<file path="config.mk">
export PLATFORM = sky130hd
export DESIGN_NAME = addressed_frame_deframer
export DESIGN_NICKNAME = d
export VERILOG_FILES = /design/src/hw/rtl/afd_pkg.sv /design/src/hw/rtl/addressed_frame_deframer.sv
export SDC_FILE = /design/constraint.sdc
export NUM_CORES = 1
export LEC_CHECK = 0
export ABC_AREA = 1
export BUFFER_PORTS_ARGS = -buffer_cell sky130_fd_sc_hd__buf_4
export CELL_PAD_IN_SITES_DETAIL_PLACEMENT = 1
export CELL_PAD_IN_SITES_GLOBAL_PLACEMENT = 1
export CORE_ASPECT_RATIO = 0.5
export CORE_UTILIZATION = 40
export CTS_CLUSTER_SIZE = 14
export DETAILED_ROUTE_END_ITERATION = 10
export HOLD_SLACK_MARGIN = 0.1
export PLACE_DENSITY_LB_ADDON = 0.08
export RECOVER_POWER = 50
export SETUP_SLACK_MARGIN = 0.02
export SLEW_MARGIN = 20
export SYNTH_ARGS = -nofsm -noshare
export SYNTH_HDL_FRONTEND = slang
export SYNTH_SLANG_ARGS = --single-unit
</file>
<file path="constraint.sdc">
create_clock -name clk -period 4.6 [get_ports clk]
set_input_delay 0.92 -clock clk [delete_from_list [all_inputs] [get_ports clk]]
set_output_delay 0.92 -clock clk [all_outputs]
set_load 0.02 [all_outputs]
</file>
<file path="src/hw/rtl/afd_pkg.sv">
package afd_pkg;

  typedef enum logic [2:0] {
    PH_ADDR  = 3'd0,
    PH_TYPE  = 3'd1,
    PH_LEN   = 3'd2,
    PH_DATA  = 3'd3,
    PH_SUMHI = 3'd4,
    PH_SUMLO = 3'd5
  } phase_t;

  typedef enum logic [1:0] {
    KIND_DATA   = 2'd0,
    KIND_ACCEPT = 2'd1,
    KIND_REJECT = 2'd2
  } kind_t;

  localparam logic CMD_BYTE    = 1'b0;
  localparam logic CMD_TIMEOUT = 1'b1;

  localparam logic REASON_CHECKSUM = 1'b0;
  localparam logic REASON_TIMEOUT  = 1'b1;

  localparam logic CFG_OWN_ADDRESS = 1'b0;
  localparam logic CFG_MAX_PAYLOAD = 1'b1;

  localparam logic [7:0] OWN_ADDRESS_RESET = 8'd0;
  localparam logic [7:0] MAX_PAYLOAD_RESET = 8'd130;

endpackage

</file>
<file path="src/hw/rtl/addressed_frame_deframer.sv">
// A result item appears on the master side in the cycle after its input item is taken.
// Throughput: one input item per cycle; the output register lets a new item in while a
// result waits, as long as the master side takes it in the same cycle.
// Reset (rst, synchronous, active high): back to waiting for an address byte, own_address
// 0, max_payload 130, no result pending.
module addressed_frame_deframer (
  input  logic        clk,
  input  logic        rst,
  // configuration
  input  logic        cfg_we,
  input  logic        cfg_index,
  input  logic [7:0]  cfg_data,
  // input items
  input  logic        s_axis_tvalid,
  output logic        s_axis_tready,
  input  logic [7:0]  s_axis_tdata,   // [7:0] rx_byte
  input  logic        s_axis_tuser,   // [0] command
  // result items
  output logic        m_axis_tvalid,
  input  logic        m_axis_tready,
  output logic [31:0] m_axis_tdata,   // [7:0] data_byte, [15:8] message_type,
                                      // [23:16] payload_length, [24] reject_reason, rest 0
  output logic [1:0]  m_axis_tuser    // [1:0] kind
);
  import afd_pkg::*;

  logic [7:0]  own_address;
  logic [7:0]  max_payload;

  phase_t      phase, phase_next;
  logic [7:0]  frame_type, frame_type_next;
  logic [7:0]  frame_length, frame_length_next;
  logic [7:0]  bytes_left, bytes_left_next;
  logic [15:0] running_sum, running_sum_next;
  logic [7:0]  sum_high_byte, sum_high_byte_next;

  logic        out_valid, out_valid_next;
  kind_t       out_kind;
  logic [7:0]  out_data;
  logic [7:0]  out_type;
  logic [7:0]  out_length;
  logic        out_reason;

  logic        accept;
  logic        emit;
  kind_t       emit_kind;
  logic [7:0]  emit_data;
  logic        emit_reason;
  logic [7:0]  rx_byte;
  logic [15:0] check;

  assign s_axis_tready = !out_valid || m_axis_tready;
  assign accept        = s_axis_tvalid && s_axis_tready;
  assign rx_byte       = s_axis_tdata;
  assign check         = {sum_high_byte, rx_byte};

  always_comb begin
    phase_next         = phase;
    frame_type_next    = frame_type;
    frame_length_next  = frame_length;
    bytes_left_next    = bytes_left;
    running_sum_next   = running_sum;
    sum_high_byte_next = sum_high_byte;
    emit               = 1'b0;
    emit_kind          = KIND_DATA;
    emit_data          = 8'd0;
    emit_reason        = REASON_CHECKSUM;

    if (s_axis_tuser == CMD_TIMEOUT) begin
      phase_next = PH_ADDR;
      // only a frame past its header reports the timeout
      if (phase == PH_DATA || phase == PH_SUMHI || phase == PH_SUMLO) begin
        emit        = 1'b1;
        emit_kind   = KIND_REJECT;
        emit_reason = REASON_TIMEOUT;
      end
    end else begin
      case (phase)
        PH_TYPE: begin
          frame_type_next  = rx_byte;
          running_sum_next = running_sum + {8'd0, rx_byte};
          phase_next       = PH_LEN;
        end
        PH_LEN: begin
          if (rx_byte > max_payload) begin
            phase_next = PH_ADDR;
          end else begin
            frame_length_next = rx_byte;
            bytes_left_next   = rx_byte;
            running_sum_next  = running_sum + {8'd0, rx_byte};
            phase_next        = (rx_byte != 8'd0) ? PH_DATA : PH_SUMHI;
          end
        end
        PH_DATA: begin
          running_sum_next = running_sum + {8'd0, rx_byte};
          bytes_left_next  = bytes_left - 8'd1;
          if (bytes_left == 8'd1) begin
            phase_next = PH_SUMHI;
          end
          emit      = 1'b1;
          emit_kind = KIND_DATA;
          emit_data = rx_byte;
        end
        PH_SUMHI: begin
          sum_high_byte_next = rx_byte;
          phase_next         = PH_SUMLO;
        end
        PH_SUMLO: begin
          phase_next = PH_ADDR;
          emit       = 1'b1;
          emit_kind  = (check == running_sum) ? KIND_ACCEPT : KIND_REJECT;
        end
        default: begin
          // address phase, and unused codes
          phase_next = PH_ADDR;
          if (rx_byte == own_address) begin
            running_sum_next = {8'd0, rx_byte};
            phase_next       = PH_TYPE;
          end
        end
      endcase
    end
  end

  always_comb begin
    out_valid_next = out_valid;
    if (out_valid && m_axis_tready) begin
      out_valid_next = 1'b0;
    end
    if (accept && emit) begin
      out_valid_next = 1'b1;
    end
  end

  always_ff @(posedge clk) begin
    if (rst) begin
      own_address <= OWN_ADDRESS_RESET;
      max_payload <= MAX_PAYLOAD_RESET;
    end else if (cfg_we) begin
      case (cfg_index)
        CFG_OWN_ADDRESS: own_address <= cfg_data;
        CFG_MAX_PAYLOAD: max_payload <= cfg_data;
        default:         own_address <= own_address;
      endcase
    end
  end

  always_ff @(posedge clk) begin
    if (rst) begin
      phase         <= PH_ADDR;
      frame_type    <= 8'd0;
      frame_length  <= 8'd0;
      bytes_left    <= 8'd0;
      running_sum   <= 16'd0;
      sum_high_byte <= 8'd0;
      out_valid     <= 1'b0;
    end else begin
      out_valid <= out_valid_next;
      if (accept) begin
        phase         <= phase_next;
        frame_type    <= frame_type_next;
        frame_length  <= frame_length_next;
        bytes_left    <= bytes_left_next;
        running_sum   <= running_sum_next;
        sum_high_byte <= sum_high_byte_next;
      end
    end
  end

  // result register; type and length are the frame's values before this item
  always_ff @(posedge clk) begin
    if (accept && emit) begin
      out_kind   <= emit_kind;
      out_data   <= emit_data;
      out_type   <= frame_type;
      out_length <= frame_length;
      out_reason <= emit_reason;
    end
  end

  assign m_axis_tvalid = out_valid;
  assign m_axis_tuser  = out_kind;
  assign m_axis_tdata  = {7'd0, out_reason, out_length, out_type, out_data};

endmodule

</file>
==> metrics.md, run 1 <==
| Metric | Value |
|---|---|
| CTS root buffer | clkbuf_16 |
| CTS tree | done |
| Most frequent cells in the layout | 159 x nand2_1, 76 x inv_1, 76 x nor2_1, 68 x dfxtp_1, 59 x o21ai_0 |
| Slew Limit Fails | 0 |
| Initial antenna violation count | 0 |
| R2R Setup Slk | 2.22 ns |
| Post-route insts no fill | 898 |
| Max incr delay on CP | 1.01 ns |
| Total GRT Usage | 23.28% |
| Hold EP | out_type[1] |
| IO Port Bufs | 51 |
| Worst setup EP type | flop |
| TritonRoute pass-1 iters | 4 |
| Fill cells | 1544 |
| Synth-to-Final Area Change | 12.39% |
| Clk slew on worst S/H paths | 0.07 ns |
| Delay-heaviest family, CP | buffers and inverters |
| Final Cycle Share | 60.74% |
| Antenna diodes | 0 |
| Sw Share | 25.93% |
| Comb pwr share | 7.8% |
| WP buf/inv | 3 |
| Hold_sp | frame_type[1] |
| Via density | 5.134 |
| Warnings from Yosys | 0 |
| Skew final | 0.007312 ns |
| RD Place Congestion | 0.8120 |
| Yosys cell types | 40 |
| IO Count | 59 |
| Class of the worst hold path | flop to flop |
| Total power | 1734 uW |
| Placed cell count | 882 |
| Post-route worst setup slack | 1.806 ns |
| Sink Count | 95 |
| Data arrival, critical path | 3.07 ns |
| Final Hold Fails | 0 |
| Row Count | 28 |
| Post-Syn Area | 5120 sq um |
| Grt ovf | 0 |
| Final Critical Period | 2.794 ns |
| Clk pwr share | 42.2% |
| # DRC | 0 |
| Sequential cell area | 2172 sq um |
| Routed wire per std cell | 16.25 um |
| Critical R2R Launch | phase[0] |
| Startpoint Class | input port |
| Synthesis-stage register bit count | 95 |
| H-tree levels | 3 |
| CP Max Fanout | 30 |
| Fraction of registers with async set/reset | 0% |
| Max_cap viols | 0 |
| Hpwl dp | 10820 um |
| Hold path cells | 0 |
| Worst Max-Slew Pin Slew | 1.307 ns |
| Peak supply drop | 182.9 uV |
| CTS Buffer Depth | 2 |
| Worst Path Required | 4.88 ns |
| Core footprint | 12160 sq um |
| Worst setup path class | input port to flop |
| Global-route wire length before repair | 23430 um |
| Setup violators final | 0 |
| Post-synth EDFFs | 27 |
| Postcts setup bufs | 0 |
| Slowest CP cell | clkbuf_1 |
| Synth Instances | 685 |
| Crit-path cells | buf_4 -> inv_1 -> clkbuf_1 -> o21ai_0 -> a21oi_1 |
| Setup TNS | 0 ns |
| WL final | 14590 um |
| Headroom to the max-slew limit | 12.84% |
| Fmax | 0.3579 GHz |
| Die width | 162 um |
| Final nets | 772 |
| P_sw | 449.8 uW |
| Layout cell share with drive strength beyond 1 | 10.50% |
| Vias in the first global route | 4372 |
| Initial DRC count | 292 |
| Pwr/cell area | 301.4 nW/um^2 |
| Largest net degree at the start of global routing | 31 |
| RSZ-0062 raised after global routing | no |
| Initial core utilization | 42.12% |
| Top_reg_cell synth | dfxtp_1 |
| Syn avg cell area | 7.474 sq um |
| DRT antenna net count | 0 |
| Num CTS Buffers | 9 |
| Total number of vias | 4610 |
| Place WS | 1.736 ns |
| Leakage power | 0.002387 uW |
| Status | complete, no violations |
| Die height | 82 um |
| Die area | 13280 sq um |
| Leading cell type in the layout, fill and taps excluded | nand2_1 |
| Multi-input logic area | 2475 sq um |
| Capture point of the worst reg-to-reg path | out_length[0] |
| Sequential share of the synthesized area | 42.42% |
| Worst skew pair latency | 0.35 ns |
| Post-CTS resize count | 0 |
| Seq pwr share | 50.0% |
| R2R cell count | 5 |
| Cts hold-fix bufs | 0 |
| Int Pwr | 1284 uW |
cell usage after synthesis, drive strengths merged (2+ instances only):
cell type / number / area share, %
nor3: 5 / 0.49
edfxtp: 27 / 16
nand3: 35 / 3.7
xor2: 2 / 0.34
o21ai: 62 / 6.1
nor2: 82 / 7.0
o22ai: 4 / 0.49
xnor2: 7 / 1.2
buf: 18 / 2.5
o211ai: 2 / 0.29
ha: 20 / 4.9
a21oi: 63 / 6.6
nand4: 9 / 1.1
nand3b: 4 / 0.59
o21bai: 4 / 0.59
nand2: 168 / 13
dfxtp: 68 / 27
inv: 86 / 6.3
clkbuf: 9 / 0.66
power by group through the flow:
stage	Combinational [uW]	Clock (uW)	Sequential, uW
floorplan	84.5	0	886
CTS	136	749	868
finish	134	732	868
detailed placement	136	0	887
global route	151	776	868
global placement	133	0	887
worst reg2reg max path, stage by stage (launching register included):
cell and delay [ns]:
dfxtp_1 0.52, nand3_1 0.34, inv_1 0.41, nor2_1 0.13, a21oi_2 0.27, buf_4 0.37
flip-flops by register name, indices dropped and copies added, names as in the netlist:
signal	cells
bytes_left	8
frame_length	8
m_axis_tuser	2
sum_high_byte	8
out_reason	1
running_sum	16
out_type	8
own_address	8
out_length	8
max_payload	8
out_data	8
m_axis_tvalid	1
frame_type	8
phase	3
metrics by stage:
| step | utilization (%) | hold WS (ns) | instance area, sq um |
|---|---|---|---|
| after floorplan | - | 0.4030 | 5142 |
| after global placement | 45.98 | 0.4125 | 5589 |
| after detailed placement | 45.98 | 0.4133 | 5589 |
| after CTS | 48.35 | 0.4329 | 5878 |
| after global routing | 47.33 | 0.4454 | 5754 |
| final | 47.33 | 0.4330 | 5754 |
area by class of cell:
| type | instances | share of cell area [%] |
|---|---|---|
| clock buffer | 9 | 3.914 |
| multi-input combinational | 483 | 43.01 |
| clock inverter | 7 | 1.109 |
| inverter | 86 | 5.610 |
| timing repair buffer | 53 | 5.023 |
| sequential | 95 | 37.75 |
| tap | 165 | 3.588 |
layer usage:
layer | routed length (um) | GRT usage [%]
met1 | 7688 | 32.95
met2 | 6169 | 37.12
met3 | 619 | 3.889
met4 | 114 | 5.377
met5 | 0 | 0
worst max-delay path by stage:
stage | start | endpoint | slack, ns | cells after the start
after CTS | s_axis_tdata[0] | running_sum[8] | 2.09 | 11
after global routing | rst | max_payload[4] | 1.61 | 5
after detailed placement | s_axis_tdata[0] | running_sum[8] | 1.74 | 11
after global placement | s_axis_tdata[0] | running_sum[8] | 1.74 | 11
after floorplan | m_axis_tready | m_axis_tuser[0] | 1.60 | 4
final | rst | max_payload[4] | 1.81 | 5
kinds of logic (layout without fill, tap and decap cells):
family,Yosys count,count (layout),share of synthesized area (%)
compound gates,141,141,15.08
xor+xnor,9,9,1.540
fa+ha+maj,21,21,5.279
buf+inv,113,155,9.457
flops,95,95,42.42
other cells,1,7,0.07324
simple gates,305,305,26.15
Power figures use the tool's default switching activity.
==> run 2: changes to the inputs <==
Settings changed: ABC_AREA 1 to 0.
Clock period 4.6 ns to 2.9 ns, I/O delays scaled along.
==> run 2 against run 1 <==
Net effect:
- utilization up 2.1 points
- hold slack improved by 0.0048 ns
- critical path depth increased by 3
- global-route usage grew 2.3 points
- sequential share of layout area is 0.98 points higher
- first-iteration DRC count is 20% lower
- area after synthesis shrank 5.7%
- power is 62% higher
- critical endpoint is now running_sum[10]
==> metrics.md, run 2 <==
| Metric | Value |
|---|---|
| Final Instance Area | 5609 sq um |
| Fraction of registers with async set/reset | 0% |
| Grt ovf | 0 |
| Worst Max-Slew Pin Slew | 1.383 ns |
| TritonRoute pass-1 iters | 4 |
| Critical R2R Launch | max_payload[1] |
| Peak supply drop | 311.8 uV |
| CTS Buffer Depth | 2 |
| Slew Limit Fails | 0 |
| Final Hold Fails | 0 |
| Num CTS Buffers | 9 |
| Post-Syn Area | 4828 sq um |
| Initial antenna violation count | 0 |
| Layout cell share with drive strength beyond 1 | 10.65% |
| RSZ-0062 raised after global routing | no |
| Class of the worst hold path | flop to flop |
| Hold path cells | 0 |
| Most frequent cells in the layout | 68 x dfxtp_1, 65 x nand2_1, 65 x a21oi_1, 44 x buf_4, 41 x nor2_1 |
| Final Critical Period | 2.580 ns |
| Synth Instances | 539 |
| Die width | 157.4 um |
| Slowest CP cell | or4_1 |
| Startpoint Class | input port |
| Setup violators final | 0 |
| Delay-heaviest family, CP | simple AND/OR/NAND/NOR gates |
| Most frequent cell after synthesis | dfxtp_1 |
| CTS root buffer | clkbuf_16 |
| Vias in the first global route | 4312 |
| Row Count | 27 |
| Crit-path cells | buf_4 -> ha_1 -> nand4_1 -> nor2_1 -> nor4_1 -> a221o_1 -> or4_1 -> a21oi_1 |
| H-tree levels | 3 |
| DRT antenna net count | 0 |
| Core footprint | 11350 sq um |
| Fmax | 0.3876 GHz |
| Data arrival, critical path | 2.84 ns |
| Worst skew pair latency | 0.36 ns |
| R2R cell count | 8 |
| Worst setup EP type | flop |
| Worst setup path class | input port to flop |
| Initial DRC count | 234 |
| Leakage power | 0.002057 uW |
| Most frequent cells after synthesis | 68 x dfxtp_1, 66 x a21oi_1, 65 x nand2_1 |
| Leading cell type in the layout, fill and taps excluded | dfxtp_1 |
| Max_cap viols | 0 |
| Max reg flops | 16 |
| Initial core utilization | 42.54% |
| Final nets | 640 |
| Setup TNS | 0 ns |
| Global-route wire length before repair | 23970 um |
| Pwr/cell area | 500.0 nW/um^2 |
| Worst Path Required | 3.16 ns |
| R2R Setup Slk | 0.34 ns |
| # DRC | 0 |
| Hold_sp | frame_type[2] |
| Area contributors post-synth | dfxtp_1 28%, edfxtp_1 17%, a21oi_1 6.8% |
| Placed inst area | 5436 sq um |
| Max incr delay on CP | 0.57 ns |
| Die height | 79.69 um |
| Skew final | 0.01004 ns |
| Fill cells | 1352 |
| Largest net degree at the start of global routing | 61 |
| Post-synth EDFFs | 27 |
| RD Place Congestion | 0.8254 |
| Post-CTS resize count | 0 |
| Die area | 12540 sq um |
| Hpwl dp | 10470 um |
| Area leader, netlist | dfxtp_1 |
| CTS tree | done |
| Cts hold-fix bufs | 0 |
| Synth top area share | 28.19% |
| Sequential share of the synthesized area | 44.99% |
| Status | complete, no violations |
| Sink Count | 95 |
| Hold EP | out_type[2] |
| Routed wire per std cell | 19.73 um |
| IO Port Bufs | 51 |
| Headroom to the max-slew limit | 7.831% |
| Capture point of the worst reg-to-reg path | running_sum[10] |
| Synth-to-Final Area Change | 16.17% |
| Via density | 5.622 |
| Postcts setup bufs | 0 |
| Total number of vias | 4273 |
| Antenna diodes | 0 |
| Total GRT Usage | 25.55% |
| Yosys cell types | 52 |
| Synthesis-stage register bit count | 95 |
| Clk slew on worst S/H paths | 0.07 ns |
| Largest register by flop count | running_sum |
| Final Cycle Share | 88.96% |
| WP buf/inv | 1 |
| Warnings from Yosys | 0 |
| WL final | 15000 um |
| Top_reg_cell synth | dfxtp_1 |
| Syn avg cell area | 8.958 sq um |
| IO Count | 59 |
| CP Max Fanout | 19 |
-- run 2: cell types whose count changed in the layout (fill, tap and decap cells not counted), sizes merged, moves of 10 or more --
cell and change:
buf +21, inv -66, mux2i +13, nand2 -103
nand3 -22, nor2 -41, nor3 +10, nor4 +10
o21ai -48, o31ai +14, or4 +10
-- run 2: report_power, final --
part / internal (uW) / switching [uW] / leakage [uW]
logic: 74.1 / 151 / 0.00112
clock network: 610 / 599 / 0.000140
registers: 1370 / 6.13 / 0.000800
-- run 2: logic make-up after synthesis --
family	after synthesis	share of synthesized area (%)
xor+xnor	20	3.628
compound gates	140	18.06
flops	95	44.99
buf+inv	60	5.908
mux	13	2.695
simple gates	188	18.84
other cells	1	0.07767
fa+ha+maj	22	5.805
-- run 2: worst max path at each step --
stage               slack, ns               to            start  depth (start not counted)
floorplan                0.09  m_axis_tuser[0]         phase[1]                          5
global placement         0.08  running_sum[12]  s_axis_tdata[3]                          7
detailed placement       0.03  running_sum[15]  s_axis_tdata[3]                          7
CTS                      0.37  running_sum[15]   max_payload[1]                          8
global route             0.14  running_sum[15]  s_axis_tdata[5]                          8
finish                   0.32  running_sum[10]  s_axis_tdata[5]                          8
-- run 2: final cells by class --
| cell class | count | area, sq um | share of cell area (%) |
|---|---|---|---|
| timing repair buffer | 78 | 459.2 | 8.186 |
| clock inverter | 7 | 73.82 | 1.316 |
| inverter | 22 | 82.58 | 1.472 |
| tap | 159 | 198.9 | 3.547 |
| clock buffer | 9 | 225.2 | 4.015 |
| multi-input combinational | 390 | 2397 | 42.74 |
| sequential | 95 | 2172 | 38.72 |
-- run 2: per-stage QoR --
step	util [%]	power, uW	std cells	hold slack [ns]	setup slack [ns]
after global routing	49.42	2883	760	0.4493	0.1445
after global placement	47.89	1619	744	0.4146	0.08320
final	49.42	2805	760	0.4377	0.3202
after CTS	50.53	2822	760	0.4431	0.3702
after floorplan	-	1536	545	0.4076	0.08871
after detailed placement	47.89	1623	744	0.4202	0.03324
-- run 2: layer usage --
metal  part of all wire (%)  vias up  wire length (um)  GRT usage [%]
met1                     50     2098              7506          36.34
met2                     44      105              6566          40.40
met4                    1.2        0               174          6.408
met3                    5.0       15               750          3.963
li1                       -     2055                 -              -
met5                      0        -                 0              0
==> run 3: changes to the inputs <==
--- a/constraint.sdc
+++ b/constraint.sdc
@@ -3,2 +3,2 @@
 set_output_delay 0.58 -clock clk [all_outputs]
-set_load 0.02 [all_outputs]
+set_load 0.05 [all_outputs]
==> run 3 against run 2 <==
Net effect:
- routed wire length decreased by 4.1%
- sequential power hardly changed
- power about the same
- sequential share of layout area rose by 0.18 points
- critical endpoint is now running_sum[3]
- final cell count decreased by 0.53%
- clock-buffer cell count unchanged
==> metrics.md, run 3 (synthesis results as in run 2) <==
| Metric | Value |
|---|---|
| # DRC | 0 |
| Leading cell type in the layout, fill and taps excluded | dfxtp_1 |
| Slew Limit Fails | 0 |
| Hold Slack | 0.4354 ns |
| Worst setup EP type | flop |
| Most frequent cells in the layout | 68 x dfxtp_1, 65 x nand2_1, 65 x a21oi_1, 41 x nor2_1, 41 x buf_4 |
| Worst Max-Slew Pin Slew | 1.395 ns |
| WL final | 14390 um |
| Peak supply drop | 245.6 uV |
| Data arrival, critical path | 2.77 ns |
| CTS tree | done |
| Class of the worst hold path | flop to flop |
| IO Port Bufs | 51 |
| Worst skew pair latency | 0.35 ns |
| Grt ovf | 0 |
| Largest register by flop count | running_sum |
| Hpwl dp | 10270 um |
| RD Place Congestion | 0.8062 |
| Final nets | 636 |
| H-tree levels | 3 |
| Fmax | 0.3948 GHz |
| Cts hold-fix bufs | 0 |
| Max reg flops | 16 |
| Setup violators final | 0 |
| Synth-to-Final Area Change | 15.63% |
| Met3 WL post-DR | 702 um |
| Row Count | 27 |
| Final Critical Period | 2.533 ns |
| Initial DRC count | 164 |
| Final Cycle Share | 87.34% |
| Headroom to the max-slew limit | 6.996% |
| Status | complete, no violations |
| Placed inst area | 5406 sq um |
| Postcts setup bufs | 0 |
| TritonRoute pass-1 iters | 4 |
| Clk slew on worst S/H paths | 0.08 ns |
| CTS Buffer Depth | 2 |
| Worst Path Required | 3.14 ns |
| Setup TNS | 0 ns |
| Sink Count | 95 |
| Sequential cell area | 2172 sq um |
| Via density | 5.593 |
| Total power | 2804 uW |
| Num CTS Buffers | 9 |
| DRT antenna net count | 0 |
| Global-route wire length before repair | 22900 um |
| Post-route insts no fill | 756 |
| M1 WL | 7224 um |
| CP Max Fanout | 19 |
| Final Instance Area | 5583 sq um |
| Die width | 157.4 um |
| Layout cell share with drive strength beyond 1 | 10.22% |
| RSZ-0062 raised after global routing | no |
| Placed cell count | 740 |
| Total number of vias | 4228 |
| Vias in the first global route | 4266 |
| Top Metal Used | met4 |
| Leakage power | 0.002040 uW |
| Pwr/cell area | 502.3 nW/um^2 |
| Final Hold Fails | 0 |
| Fill cells | 1358 |
| Largest net degree at the start of global routing | 61 |
| Post-CTS resize count | 0 |
| Die height | 79.69 um |
| Routed wire per std cell | 19.03 um |
| CTS root buffer | clkbuf_16 |
| Initial antenna violation count | 0 |
| Multi-input logic area | 2397 sq um |
| IO Count | 59 |
| Total GRT Usage | 24.47% |
| Skew final | 0.009217 ns |
| Initial core utilization | 42.54% |
| Core footprint | 11350 sq um |
| Max_cap viols | 0 |
| Worst setup path class | input port to flop |
| Die area | 12540 sq um |
| Antenna diodes | 0 |
| Metal2 WL | 6325 um |
| Startpoint Class | input port |
run 3: routing by layer:
layer	GRT usage [%]	up-vias
li1	-	2049
met1	33.58	2051
met2	38.76	116
met3	5.266	12
met4	6.699	0
met5	0	-
run 3: where the power goes:
group          total [uW]  switching [uW]  internal [uW]
Combinational         231             158           72.9
Clock                1200             592            609
Sequential           1370            5.98           1370
run 3: final timing paths:
check	slack, ns	depth (start not counted)	to	from
worst max-delay path	0.37	9	running_sum[3]	s_axis_tdata[5]
worst max register to register	0.40	8	running_sum[10]	max_payload[1]
worst min register to register	0.44	0	out_type[3]	frame_type[3]
worst min-delay path	0.44	0	out_type[3]	frame_type[3]
run 3: cell type report:
class	instances	share of cell area (%)
multi-input combinational	390	42.94
timing repair buffer	74	7.754
clock buffer	9	4.034
sequential	95	38.91
clock inverter	7	1.322
tap	159	3.563
inverter	22	1.479
run 3: critical path: stages:
cell	delay [ns]
buf_4	0.18
ha_1	0.32
nand4_1	0.15
nor2_1	0.10
nor4_1	0.37
a221o_1	0.57
nor2_1	0.09
buf_4	0.20
a311oi_1	0.22
run 3: through the flow:
step | setup slack, ns | util [%]
after floorplan | 0.4710 | -
after global placement | 0.1065 | 47.63
after detailed placement | 0.03001 | 47.63
after CTS | 0.3769 | 50.26
after global routing | 0.1800 | 49.18
final | 0.3671 | 49.18
